### src/rtl/igsd_pkg.sv
// ----------------------------------------------------------------------------
// igsd_pkg
// Shared types, constants and fp32 helper functions for the group-scaled
// int4 x int8 dot product.
// ----------------------------------------------------------------------------
package igsd_pkg;

    localparam int ACC_W  = 20;
    localparam int PROD_W = 12;
    localparam int MAG_W  = 52;
    localparam int EXP_W  = 13;

    localparam logic [31:0] FP_QNAN = 32'hFFC0_0000;
    localparam logic [31:0] FP_QBIT = 32'h0040_0000;

    typedef struct packed {
        logic                    sign;
        logic [23:0]             man;
        logic signed [EXP_W-1:0] exp;
        logic                    nan;
        logic                    inf;
        logic [31:0]             bits;
    } unp_t;

    function automatic unp_t fp_unpack(input logic [31:0] b);
        unp_t u;
        u.sign = b[31];
        u.bits = b;
        u.nan  = (b[30:23] == 8'hFF) && (b[22:0] != 23'd0);
        u.inf  = (b[30:23] == 8'hFF) && (b[22:0] == 23'd0);
        if (b[30:23] == 8'd0)
        begin
            u.man = {1'b0, b[22:0]};
            u.exp = -13'sd149;
        end
        else
        begin
            u.man = {1'b1, b[22:0]};
            u.exp = $signed({5'd0, b[30:23]}) - 13'sd150;
        end
        return u;
    endfunction

    // Rounds the value mag * 2^exp (mag has its top bit set, or is zero)
    // to fp32 with round to nearest even, including subnormals and overflow.
    function automatic logic [31:0] fp_round(input logic sign,
                                             input logic [MAG_W-1:0] mag,
                                             input logic signed [EXP_W-1:0] exp);
        logic signed [EXP_W-1:0] lsb_e;
        logic signed [EXP_W-1:0] r_s;
        logic signed [EXP_W-1:0] be;
        logic [8:0]              r;
        logic [MAG_W-1:0]        kept;
        logic [MAG_W-1:0]        gb;
        logic                    g;
        logic                    st;
        logic [24:0]             m;
        lsb_e = exp + 13'sd28;
        if (lsb_e < -13'sd149)
        begin
            lsb_e = -13'sd149;
        end
        r_s  = lsb_e - exp;
        r    = r_s[8:0];
        kept = mag >> r;
        gb   = mag >> (r - 9'd1);
        g    = gb[0];
        st   = ((gb << (r - 9'd1)) != mag);
        m    = kept[24:0] + {24'd0, g & (st | kept[0])};
        if (m[24])
        begin
            m     = m >> 1;
            lsb_e = lsb_e + 13'sd1;
        end
        be = m[23] ? (lsb_e + 13'sd150) : 13'sd0;
        if (be >= 13'sd255)
        begin
            return {sign, 8'hFF, 23'd0};
        end
        return {sign, be[7:0], m[22:0]};
    endfunction

endpackage

### src/rtl/igsd_lane.sv
// ----------------------------------------------------------------------------
// igsd_lane
// One column lane: signed 4-bit weight times signed 8-bit activation.
// ----------------------------------------------------------------------------
module igsd_lane
(
    input  logic [3:0]                         nibble,
    input  logic [7:0]                         act,
    input  logic                               en,
    output logic signed [igsd_pkg::PROD_W-1:0] prod
);

    logic signed [igsd_pkg::PROD_W-1:0] full;

    assign full = $signed({{8{nibble[3]}}, nibble}) * $signed({{4{act[7]}}, act});
    assign prod = en ? full : '0;

endmodule

### src/rtl/igsd_fpu.sv
// ----------------------------------------------------------------------------
// igsd_fpu
// Sequenced fp32 unit: converts the group sum, scales it twice and adds it
// to the row sum, sharing one normalize stage and one rounding stage.
// ----------------------------------------------------------------------------
module igsd_fpu
(
    input  logic                       clk,
    input  logic                       rst_n,
    input  logic                       start,
    input  logic [igsd_pkg::ACC_W-1:0] dot,
    input  logic [15:0]                weight_scale,
    input  logic [31:0]                act_scale,
    input  logic [31:0]                row_in,
    output logic                       done,
    output logic [31:0]                result
);

    localparam logic [3:0] PH_IDLE = 4'd0;
    localparam logic [3:0] PH_M1   = 4'd1;
    localparam logic [3:0] PH_N1   = 4'd2;
    localparam logic [3:0] PH_R1   = 4'd3;
    localparam logic [3:0] PH_M2   = 4'd4;
    localparam logic [3:0] PH_N2   = 4'd5;
    localparam logic [3:0] PH_R2   = 4'd6;
    localparam logic [3:0] PH_A    = 4'd7;
    localparam logic [3:0] PH_N3   = 4'd8;
    localparam logic [3:0] PH_R3   = 4'd9;
    localparam logic [3:0] PH_DONE = 4'd10;

    logic [3:0]  ph_reg, ph_next;
    logic [igsd_pkg::ACC_W-1:0] dot_reg;
    logic [15:0] ws_reg;
    logic [31:0] as_reg, row_reg, t_reg;

    logic                                 sign_reg, sign_next;
    logic [igsd_pkg::MAG_W-1:0]           mag_reg, mag_next;
    logic signed [igsd_pkg::EXP_W-1:0]    exp_reg, exp_next;
    logic                                 spec_reg, spec_next;
    logic [31:0]                          sval_reg, sval_next;

    igsd_pkg::unp_t ma, mb, aa, ab, big, sm;
    logic [19:0]    dmag;
    logic [47:0]    prod;
    logic [8:0]     d;
    logic [49:0]    big_al, sm_full, sm_sh;
    logic [50:0]    sum;
    logic           sum_sign;
    logic [5:0]     lz;
    logic [31:0]    rnd;

    always_comb
    begin
        dmag          = dot_reg[igsd_pkg::ACC_W-1] ? (~dot_reg + 20'd1) : dot_reg;
        ma            = '0;
        ma.sign       = dot_reg[igsd_pkg::ACC_W-1];
        ma.man        = {4'd0, dmag};
        ma.exp        = '0;
        mb            = igsd_pkg::fp_unpack({ws_reg, 16'd0});
        if (ph_reg == PH_M2)
        begin
            ma = igsd_pkg::fp_unpack(t_reg);
            mb = igsd_pkg::fp_unpack(as_reg);
        end
        prod = ma.man * mb.man;

        aa = igsd_pkg::fp_unpack(row_reg);
        ab = igsd_pkg::fp_unpack(t_reg);
        if (aa.exp >= ab.exp)
        begin
            big = aa;
            sm  = ab;
        end
        else
        begin
            big = ab;
            sm  = aa;
        end
        d       = 9'(big.exp - sm.exp);
        big_al  = {big.man, 26'd0};
        sm_full = {sm.man, 26'd0};
        sm_sh   = sm_full >> d;
        sm_sh[0] = sm_sh[0] | ((sm_sh << d) != sm_full);
        if (big.sign == sm.sign)
        begin
            sum      = {1'b0, big_al} + {1'b0, sm_sh};
            sum_sign = big.sign;
        end
        else if (big_al >= sm_sh)
        begin
            sum      = {1'b0, big_al - sm_sh};
            sum_sign = big.sign;
        end
        else
        begin
            sum      = {1'b0, sm_sh - big_al};
            sum_sign = sm.sign;
        end
        if (sum == 51'd0)
        begin
            sum_sign = aa.sign & ab.sign;
        end

        lz = 6'd0;
        for (int i = 0; i < igsd_pkg::MAG_W; i++)
        begin
            if (mag_reg[i])
            begin
                lz = 6'(igsd_pkg::MAG_W - 1 - i);
            end
        end
        rnd = spec_reg ? sval_reg : igsd_pkg::fp_round(sign_reg, mag_reg, exp_reg);
    end

    always_comb
    begin
        ph_next   = ph_reg;
        sign_next = sign_reg;
        mag_next  = mag_reg;
        exp_next  = exp_reg;
        spec_next = spec_reg;
        sval_next = sval_reg;
        case (ph_reg)
            PH_IDLE:
            begin
                if (start)
                begin
                    ph_next = PH_M1;
                end
            end
            PH_M1, PH_M2:
            begin
                sign_next = ma.sign ^ mb.sign;
                mag_next  = {4'd0, prod};
                exp_next  = ma.exp + mb.exp;
                spec_next = 1'b1;
                if (ma.nan)
                begin
                    sval_next = ma.bits | igsd_pkg::FP_QBIT;
                end
                else if (mb.nan)
                begin
                    sval_next = mb.bits | igsd_pkg::FP_QBIT;
                end
                else if ((ma.inf && mb.man == 24'd0) || (mb.inf && ma.man == 24'd0))
                begin
                    sval_next = igsd_pkg::FP_QNAN;
                end
                else if (ma.inf || mb.inf)
                begin
                    sval_next = {ma.sign ^ mb.sign, 8'hFF, 23'd0};
                end
                else
                begin
                    spec_next = 1'b0;
                end
                ph_next = (ph_reg == PH_M1) ? PH_N1 : PH_N2;
            end
            PH_A:
            begin
                sign_next = sum_sign;
                mag_next  = {1'b0, sum};
                exp_next  = big.exp - 13'sd26;
                spec_next = 1'b1;
                if (aa.nan)
                begin
                    sval_next = aa.bits | igsd_pkg::FP_QBIT;
                end
                else if (ab.nan)
                begin
                    sval_next = ab.bits | igsd_pkg::FP_QBIT;
                end
                else if (aa.inf && ab.inf && (aa.sign != ab.sign))
                begin
                    sval_next = igsd_pkg::FP_QNAN;
                end
                else if (aa.inf)
                begin
                    sval_next = aa.bits;
                end
                else if (ab.inf)
                begin
                    sval_next = ab.bits;
                end
                else
                begin
                    spec_next = 1'b0;
                end
                ph_next = PH_N3;
            end
            PH_N1, PH_N2, PH_N3:
            begin
                mag_next = mag_reg << lz;
                exp_next = exp_reg - $signed({7'd0, lz});
                ph_next  = ph_reg + 4'd1;
            end
            PH_R1:
            begin
                ph_next = PH_M2;
            end
            PH_R2:
            begin
                ph_next = PH_A;
            end
            PH_R3:
            begin
                ph_next = PH_DONE;
            end
            PH_DONE:
            begin
                ph_next = PH_IDLE;
            end
            default:
            begin
                ph_next = PH_IDLE;
            end
        endcase
    end

    always_ff @(posedge clk or negedge rst_n)
    begin
        if (!rst_n)
        begin
            ph_reg <= PH_IDLE;
        end
        else
        begin
            ph_reg <= ph_next;
        end
    end

    always_ff @(posedge clk)
    begin
        sign_reg <= sign_next;
        mag_reg  <= mag_next;
        exp_reg  <= exp_next;
        spec_reg <= spec_next;
        sval_reg <= sval_next;
        if (ph_reg == PH_IDLE && start)
        begin
            dot_reg <= dot;
            ws_reg  <= weight_scale;
            as_reg  <= act_scale;
            row_reg <= row_in;
        end
        if (ph_reg == PH_R1 || ph_reg == PH_R2 || ph_reg == PH_R3)
        begin
            t_reg <= rnd;
        end
    end

    assign done   = (ph_reg == PH_DONE);
    assign result = t_reg;

endmodule

### src/rtl/int4_int8_group_scaled_dot.sv
// ----------------------------------------------------------------------------
// int4_int8_group_scaled_dot
// Streams packed int4 weight pairs against int8 activations, scales each
// group sum in fp32 and emits the fp32 row sum at row end.
// ----------------------------------------------------------------------------
// An item that does not close a group is accumulated without a stall; such items
// transfer back-to-back. An item that closes a group holds s_tready low while the
// shared fp32 sequencer runs (the first multiply also converts the group sum, then
// a second multiply and one add, each normalized and rounded). A row-end item then
// loads the output register, raising valid; a full output register adds stalls.
// Reset clears the group sum, the row sum to +0.0 and the output valid.
module int4_int8_group_scaled_dot
(
    input  logic        clk,
    input  logic        rst_n,
    input  logic        s_tvalid,
    output logic        s_tready,
    // weight_pair, act_even, act_odd, weight_scale, act_scale
    input  logic [71:0] s_tdata,
    // odd_present, grp_last
    input  logic [1:0]  s_tuser,
    input  logic        s_tlast,
    output logic        m_tvalid,
    input  logic        m_tready,
    // row_sum
    output logic [31:0] m_tdata
);

    localparam logic [1:0] ST_IDLE = 2'd0;
    localparam logic [1:0] ST_FPU  = 2'd1;
    localparam logic [1:0] ST_EMIT = 2'd2;

    logic [1:0]  st_reg, st_next;
    logic [igsd_pkg::ACC_W-1:0] acc_reg, acc_next;
    logic [31:0] row_reg, row_next;
    logic        emit_reg, emit_next;
    logic        ov_reg, ov_next;
    logic [31:0] od_reg, od_next;

    logic signed [igsd_pkg::PROD_W-1:0] p_even, p_odd;
    logic [igsd_pkg::ACC_W-1:0] acc_sum;
    logic        acc_in, close, fpu_done;
    logic [31:0] fpu_res;

    igsd_lane u_even
    (
        .nibble (s_tdata[3:0]),
        .act    (s_tdata[15:8]),
        .en     (1'b1),
        .prod   (p_even)
    );

    igsd_lane u_odd
    (
        .nibble (s_tdata[7:4]),
        .act    (s_tdata[23:16]),
        .en     (s_tuser[0]),
        .prod   (p_odd)
    );

    assign s_tready = (st_reg == ST_IDLE);
    assign acc_in   = s_tvalid && s_tready;
    assign close    = s_tuser[1] || s_tlast;
    assign acc_sum  = acc_reg + 20'(p_even) + 20'(p_odd);

    igsd_fpu u_fpu
    (
        .clk          (clk),
        .rst_n        (rst_n),
        .start        (acc_in && close),
        .dot          (acc_sum),
        .weight_scale (s_tdata[39:24]),
        .act_scale    (s_tdata[71:40]),
        .row_in       (row_reg),
        .done         (fpu_done),
        .result       (fpu_res)
    );

    always_comb
    begin
        st_next   = st_reg;
        acc_next  = acc_reg;
        row_next  = row_reg;
        emit_next = emit_reg;
        ov_next   = ov_reg && !m_tready;
        od_next   = od_reg;
        case (st_reg)
            ST_IDLE:
            begin
                if (acc_in)
                begin
                    if (close)
                    begin
                        acc_next  = '0;
                        emit_next = s_tlast;
                        st_next   = ST_FPU;
                    end
                    else
                    begin
                        acc_next = acc_sum;
                    end
                end
            end
            ST_FPU:
            begin
                if (fpu_done)
                begin
                    row_next = fpu_res;
                    st_next  = emit_reg ? ST_EMIT : ST_IDLE;
                end
            end
            ST_EMIT:
            begin
                if (!ov_reg || m_tready)
                begin
                    ov_next  = 1'b1;
                    od_next  = row_reg;
                    row_next = 32'd0;
                    st_next  = ST_IDLE;
                end
            end
            default:
            begin
                st_next = ST_IDLE;
            end
        endcase
    end

    always_ff @(posedge clk or negedge rst_n)
    begin
        if (!rst_n)
        begin
            st_reg   <= ST_IDLE;
            acc_reg  <= '0;
            row_reg  <= 32'd0;
            emit_reg <= 1'b0;
            ov_reg   <= 1'b0;
        end
        else
        begin
            st_reg   <= st_next;
            acc_reg  <= acc_next;
            row_reg  <= row_next;
            emit_reg <= emit_next;
            ov_reg   <= ov_next;
        end
    end

    always_ff @(posedge clk)
    begin
        od_reg <= od_next;
    end

    assign m_tvalid = ov_reg;
    assign m_tdata  = od_reg;

endmodule
### config.mk
export PLATFORM = sky130hd
export DESIGN_NAME = int4_int8_group_scaled_dot
export DESIGN_NICKNAME = d
export VERILOG_FILES = /design/src/rtl/igsd_pkg.sv /design/src/rtl/igsd_lane.sv /design/src/rtl/igsd_fpu.sv /design/src/rtl/int4_int8_group_scaled_dot.sv
export SDC_FILE = /design/constraint.sdc
export NUM_CORES = 2
export LEC_CHECK = 0
export BUFFER_PORTS_ARGS = -buffer_cell sky130_fd_sc_hd__buf_2
export CORE_MARGIN = 2
export CORE_UTILIZATION = 50
export CTS_CLUSTER_DIAMETER = 40
export CTS_CLUSTER_SIZE = 12
export DETAILED_ROUTE_END_ITERATION = 16
export PLACE_DENSITY = 0.66
export SLEW_MARGIN = 20
export SYNTH_ARGS = -nofsm -noshare
export SYNTH_HDL_FRONTEND = slang
export SYNTH_SLANG_ARGS = --single-unit
### constraint.sdc
create_clock -name clk -period 18.9 [get_ports clk]
set_input_delay 3.78 -clock clk [delete_from_list [all_inputs] [get_ports clk]]
set_output_delay 3.78 -clock clk [all_outputs]
set_load 0.01 [all_outputs]
Word-level counts from Yosys, hierarchy flattened
Cells that the tools add are included.

word-level totals
  flip-flop bits (word level) = 323
  bits of input ports = 79
  output and inout bits = 34
  word-level logic and storage cells = 249

operators by class
  $add $sub $neg = 21
  multipliers = 3
  $lt $le $gt $ge = 4
  equal/unequal tests = 27
  shift-type cells = 6
  multiplexer cells = 113
  bitwise logic cells = 6
  reduce and logical (&&, ||, !) cells = 52

operators by type and width
  kind                              number
  2-to-1 mux 32 bit                 14
  2-to-1 mux 6 bit                  52
  2-to-1 mux 72 bit                 4
  case mux 52 bit (3 select lines)  1
  2-to-1 mux 37 bit                 4
  case mux 32 bit (2 select lines)  2
  subtractor 50 bit                 2
  zero test 23 bit                  3
  nonzero test 23 bit               3
  != test 52 bit                    1
  << shifter 52 x 6 -> 52 bit       1
  << shifter 52 x 9 -> 52 bit       1
  >> shifter 52 x 9 -> 25 bit       1
  >> shifter 52 x 9 -> 52 bit       1
  adder 50 x 50 -> 51 bit           1
  zero test 51 bit                  1
  2-to-1 mux 51 bit                 1
  >= comparator 50 bit              1
  2-to-1 mux 50 bit                 1
  != test 50 bit                    1
  << shifter 50 x 9 -> 50 bit       1
  >> shifter 50 x 9 -> 50 bit       1
  zero test 24 bit                  2
  multiplier 24 x 24 -> 48 bit      1
  other kinds (61)                  131

Logic depth before layout (Yosys ltp)
  depth after elaboration = 54
  gate-level depth with buffers = 63
  mapped depth without buffers = 49

Modules after synthesis
Synthesis repeated with hierarchy kept, for this count alone.

second synthesis, totals
  cells, all modules = 8,179
  area, all modules = 65,130.0 um2

by module, submodules not included
  module                      times used  cells an instance  area each (um2)  seq. area each (um2)
  igsd_fpu                    1           7,562              58,297.2         7,036.7
  int4_int8_group_scaled_dot  1           353                4,545.6          2,362.3
  igsd_lane                   2           132                1,143.6          0.0

Least setup slack after synthesis
Ideal clock, no wire load.

  path kind = input to register
  start = input port s_tvalid
  end = register u_fpu.as_reg[0], enable pin
  library setup time = 804 ps
  arrival = 13,319 ps
  required time = 18,096 ps
  setup slack = 4,778 ps
  stages = 2
  path buffers = 0
  cell sequence = nand2_1 > nor4_1

on the way
  longest elaborated chain between the ends = 3

RTL lines
  element               line                              RTL
  start, declared       int4_int8_group_scaled_dot.sv:16  input logic s_tvalid,
  logical AND 1 bit     int4_int8_group_scaled_dot.sv:62  assign acc_in = s_tvalid && s_tready;
  logical AND 1 bit     int4_int8_group_scaled_dot.sv:70  .start (acc_in && close),
  logical AND 1 bit     igsd_fpu.sv:239                   if (ph_reg == PH_IDLE && start)
  end signal, assigned  igsd_fpu.sv:243                   as_reg <= act_scale;
  end, declared         igsd_fpu.sv:34                    logic [31:0] as_reg, row_reg, t_reg;

No other way between the ends.
A chain may end at the register's enable or synchronous reset.

Worst setup path after layout
  start = register u_fpu.t_reg[24], in the netlist u_fpu.result[24]
  end = register u_fpu.sign_reg (data pin)

on the way
  longest elaborated chain between the ends = 15
  elaborated cells between the ends (all ways) = 23
  those cells by class = add/sub: 5; order compare: 2; eq/ne: 2; shift: 2; mux: 9; bitwise: 1; reduce/logical: 2

RTL lines
  element                                                       line                            RTL
  start, declared                                               igsd_fpu.sv:34
  start signal, assigned                                        igsd_fpu.sv:248                 t_reg <= rnd;
  subtractor 8 x 8 -> 9 bit or zero test 8 bit (tied branches)  igsd_pkg.sv:39, igsd_pkg.sv:31
  2-to-1 mux 37 bit *                                           igsd_pkg.sv:31                  if (b[30:23] == 8'd0)
  >= comparator 13 bit                                          igsd_fpu.sv:69                  if (aa.exp >= ab.exp)
  2-to-1 mux 72 bit                                             igsd_fpu.sv:69
  subtractor 9 bit                                              igsd_fpu.sv:79                  d = 9'(big.exp - sm.exp);
  >> shifter 50 x 9 -> 50 bit                                   igsd_fpu.sv:82                  sm_sh = sm_full >> d;
  << shifter 50 x 9 -> 50 bit                                   igsd_fpu.sv:83                  sm_sh[0] = sm_sh[0] | ((sm_sh << d) != sm_full);
  != test 50 bit                                                igsd_fpu.sv:83
  bitwise OR 1 bit                                              igsd_fpu.sv:83
  subtractor 50 bit (tied with other cells)                     igsd_fpu.sv:96                  sum = {1'b0, sm_sh - big_al};
  2-to-1 mux 50 bit                                             igsd_fpu.sv:89                  else if (big_al >= sm_sh)
  2-to-1 mux 51 bit                                             igsd_fpu.sv:84                  if (big.sign == sm.sign)
  zero test 51 bit                                              igsd_fpu.sv:99                  if (sum == 51'd0)
  2-to-1 mux 1 bit *                                            igsd_fpu.sv:99
  case mux 1 bit (2 select lines) *                             igsd_fpu.sv:123                 case (ph_reg)
  named net u_fpu.sign_next                                     igsd_fpu.sv:36                  logic sign_reg, sign_next;
  end signal, assigned                                          igsd_fpu.sv:234                 sign_reg <= sign_next;
  end, declared                                                 igsd_fpu.sv:36

Mark *: on every way through the listed nets, which the timed path passes. The rest lies on a longest branch.

==> impl_metrics.ini <==
[sta]
worstMarginPinSlew_ns = 1.25
final.setup_skew_ns = 0.0386
post-route-min-period_ns = 16.12
setup-tns-final_ns = 0
setup_violations = 0
max_slew_margin_pct = 15.7
fin_crit_sh_pct = 85.3
rsz0062_at_grt = false
max_freq_mhz = 62.0
hold_violations = 0
drv_slew = 0

[critical_path]
start_kind = flip-flop
worstPathMaxFanout = 32
setup.worst_path.class = reg -> reg
critical-path-slowest-cell = and4_1
worstPathArrival_ns = 16.44
crit_path_end_kind = flip-flop
required_ns = 19.22
crit_top_cell = nand4_1
cpPeakStageDelay_ns = 0.90

[synthesis]
syn_area_per_cell_sq_um = 7.77
synthArstFlopShare_pct = 18.6
netlist_area_sq_um = 65100
synthTopCellsByArea = fa_1, edfxtp_1, nand2_1, mux2i_1, ha_1
ys_seq_area_share_pct = 14.4
synthTopCellsByCount = nand2_1, inv_1, nor2_1, fa_1, mux2i_1
synth_top_area_cell = fa_1
synth.distinct_cells = 109
ys.flop_type = edfxtp_1
synth-edff-count = 263
syn_inst = 8372
yosys_register_bits = 323
ys.warnings.count = 0
synthMostInstantiatedCell = nand2_1
yosysTopAreaCellShare_pct = 16.6
syn_nets = 9338

[die]
rows = 132
die_y_microns = 365
die_w_microns = 365
dieArea_sq_um = 133000
io_pins = 113
start_util_pct = 50.3
core_area_sq_um = 129000

[detailed_routing]
wl_per_cell_microns = 31.0
ant_nets = 0
routed_wl_microns = 307000
drc = 0
via_per_inst = 6.77
vias = 67100
drt-initial-drc-count = 9391
dr.pass1.iters = 6

[run_status]
outcome = finished, final reports clean

[cells_and_area]
final_util_pct = 53.3
final_nets = 9096
design_area_sq_um = 69000
fin_cells = 9918
drive_gt1_share_pct = 8.27
largest_register_ffs = 52
area_growth_pct = 6.01

[global_route]
grt_start_max_net_pins = 88
grt_pass1_wl_microns = 442000
antenna_found_initial = 17
grt.overflow.total = 0
track_usage_pct = 45.3
grt_pass1_vias = 64100

[clock_tree]
ctsHoldBuffers = 0
clockBufferDepth = 3
htreeDepth = 2
cts_resized = 0
numClockSinks = 323
cts_tree = yes
clk_pin_slew_ns = 0.06
clock-root-buffer = clkbuf_16
clk_latency_ns = 0.63
cts_setup_buffers = 0
cts_made_buffers = 49

[placement]
dpl_cell_area_sq_um = 67300
routabilityCongestion = 1.07
io_buffers = 112
dp_cells = 9821
dp_hpwl_microns = 235000

[job]
cap_violations = 0

[hold_path]
min_path_type = reg -> reg
-- worst paths after layout --
path,startpoint,to,slack (ns),cells past startpoint
setup / recovery,u_fpu.result[24]$_DFFE_PP_,u_fpu.sign_reg$_DFFE_PP_,2.78,43
hold / removal,row_reg[12]$_DFFE_PN0P_,m_tdata[12]$_DFFE_PP_,0.47,0
setup reg to reg,u_fpu.result[24]$_DFFE_PP_,u_fpu.sign_reg$_DFFE_PP_,2.78,43
hold reg to reg,row_reg[12]$_DFFE_PN0P_,m_tdata[12]$_DFFE_PP_,0.47,0
max in group asynchronous,rst_n,acc_reg[1]$_DFFE_PN0P_,14.99,2
min in group asynchronous,rst_n,acc_reg[11]$_DFFE_PN0P_,3.33,2
-- layout make-up --
class,count,area [sq um]
clock buffers,61,1320
fillers,12300,60300
multi-input cells,6655,50600
inverters,768,2890
well taps,1742,2180
diodes,10,25.0
repair buffers,333,2230
clock inverters,26,297
flip-flops and latches,323,9400
-- cells in the final DEF, fill, tap and decap left out, types with 94 or more instances in the layout --
cell type / instances
xnor2_1: 150
edfxtp_1: 263
mux2i_1: 488
fa_1: 540
inv_1: 759
and2_1: 131
nand3_1: 174
o21ai_0: 378
o211ai_1: 94
buf_2: 112
nor2_1: 639
ha_1: 344
a21oi_1: 464
nor3_1: 191
buf_4: 220
nand2_1: 1332
and3_1: 115
-- worst max-delay path, delay by kind of cell (launching register included) --
kind	cells	cell delay [ns]
fa+ha+maj	3	1.41
flops	1	0.59
simple gates	19	7.40
buf+inv	1	0.36
compound gates	19	5.79
mux	1	0.21
-- metrics by stage --
stage | setup WS, ns | hold WS [ns]
6_report | 2.78 | 0.471
3_5_place_dp | 3.47 | 0.460
2_1_floorplan | 4.78 | 0.442
3_3_place_gp | 3.67 | 0.454
4_1_cts | 3.39 | 0.473
5_1_grt | 2.16 | 0.491
-- cells by family (layout without fill, tap and decap cells) --
kind of cell	Yosys count	count (layout)	share of synthesized area [%]
xor+xnor	248	248	3.34
other cells	1	11	0.00576
mux	598	598	10.3
simple gates	3067	3067	21.5
compound gates	1852	1852	18.8
flops	323	323	14.4
buf+inv	1394	1188	8.32
fa+ha+maj	889	889	23.3
-- layer usage --
metal / up-vias / global-route usage [%] / share of wire (%)
met4: 18 / 28.6 / 7.7
met1: 32500 / 58.1 / 38
met5: - / 0 / 0.035
li1: 28700 / - / -
met3: 1205 / 13.2 / 13
met2: 4712 / 66.6 / 42
Power is left out: the tool's default activity adds up to more than one toggle a clock period on the data nets, which glitch-free logic cannot reach.
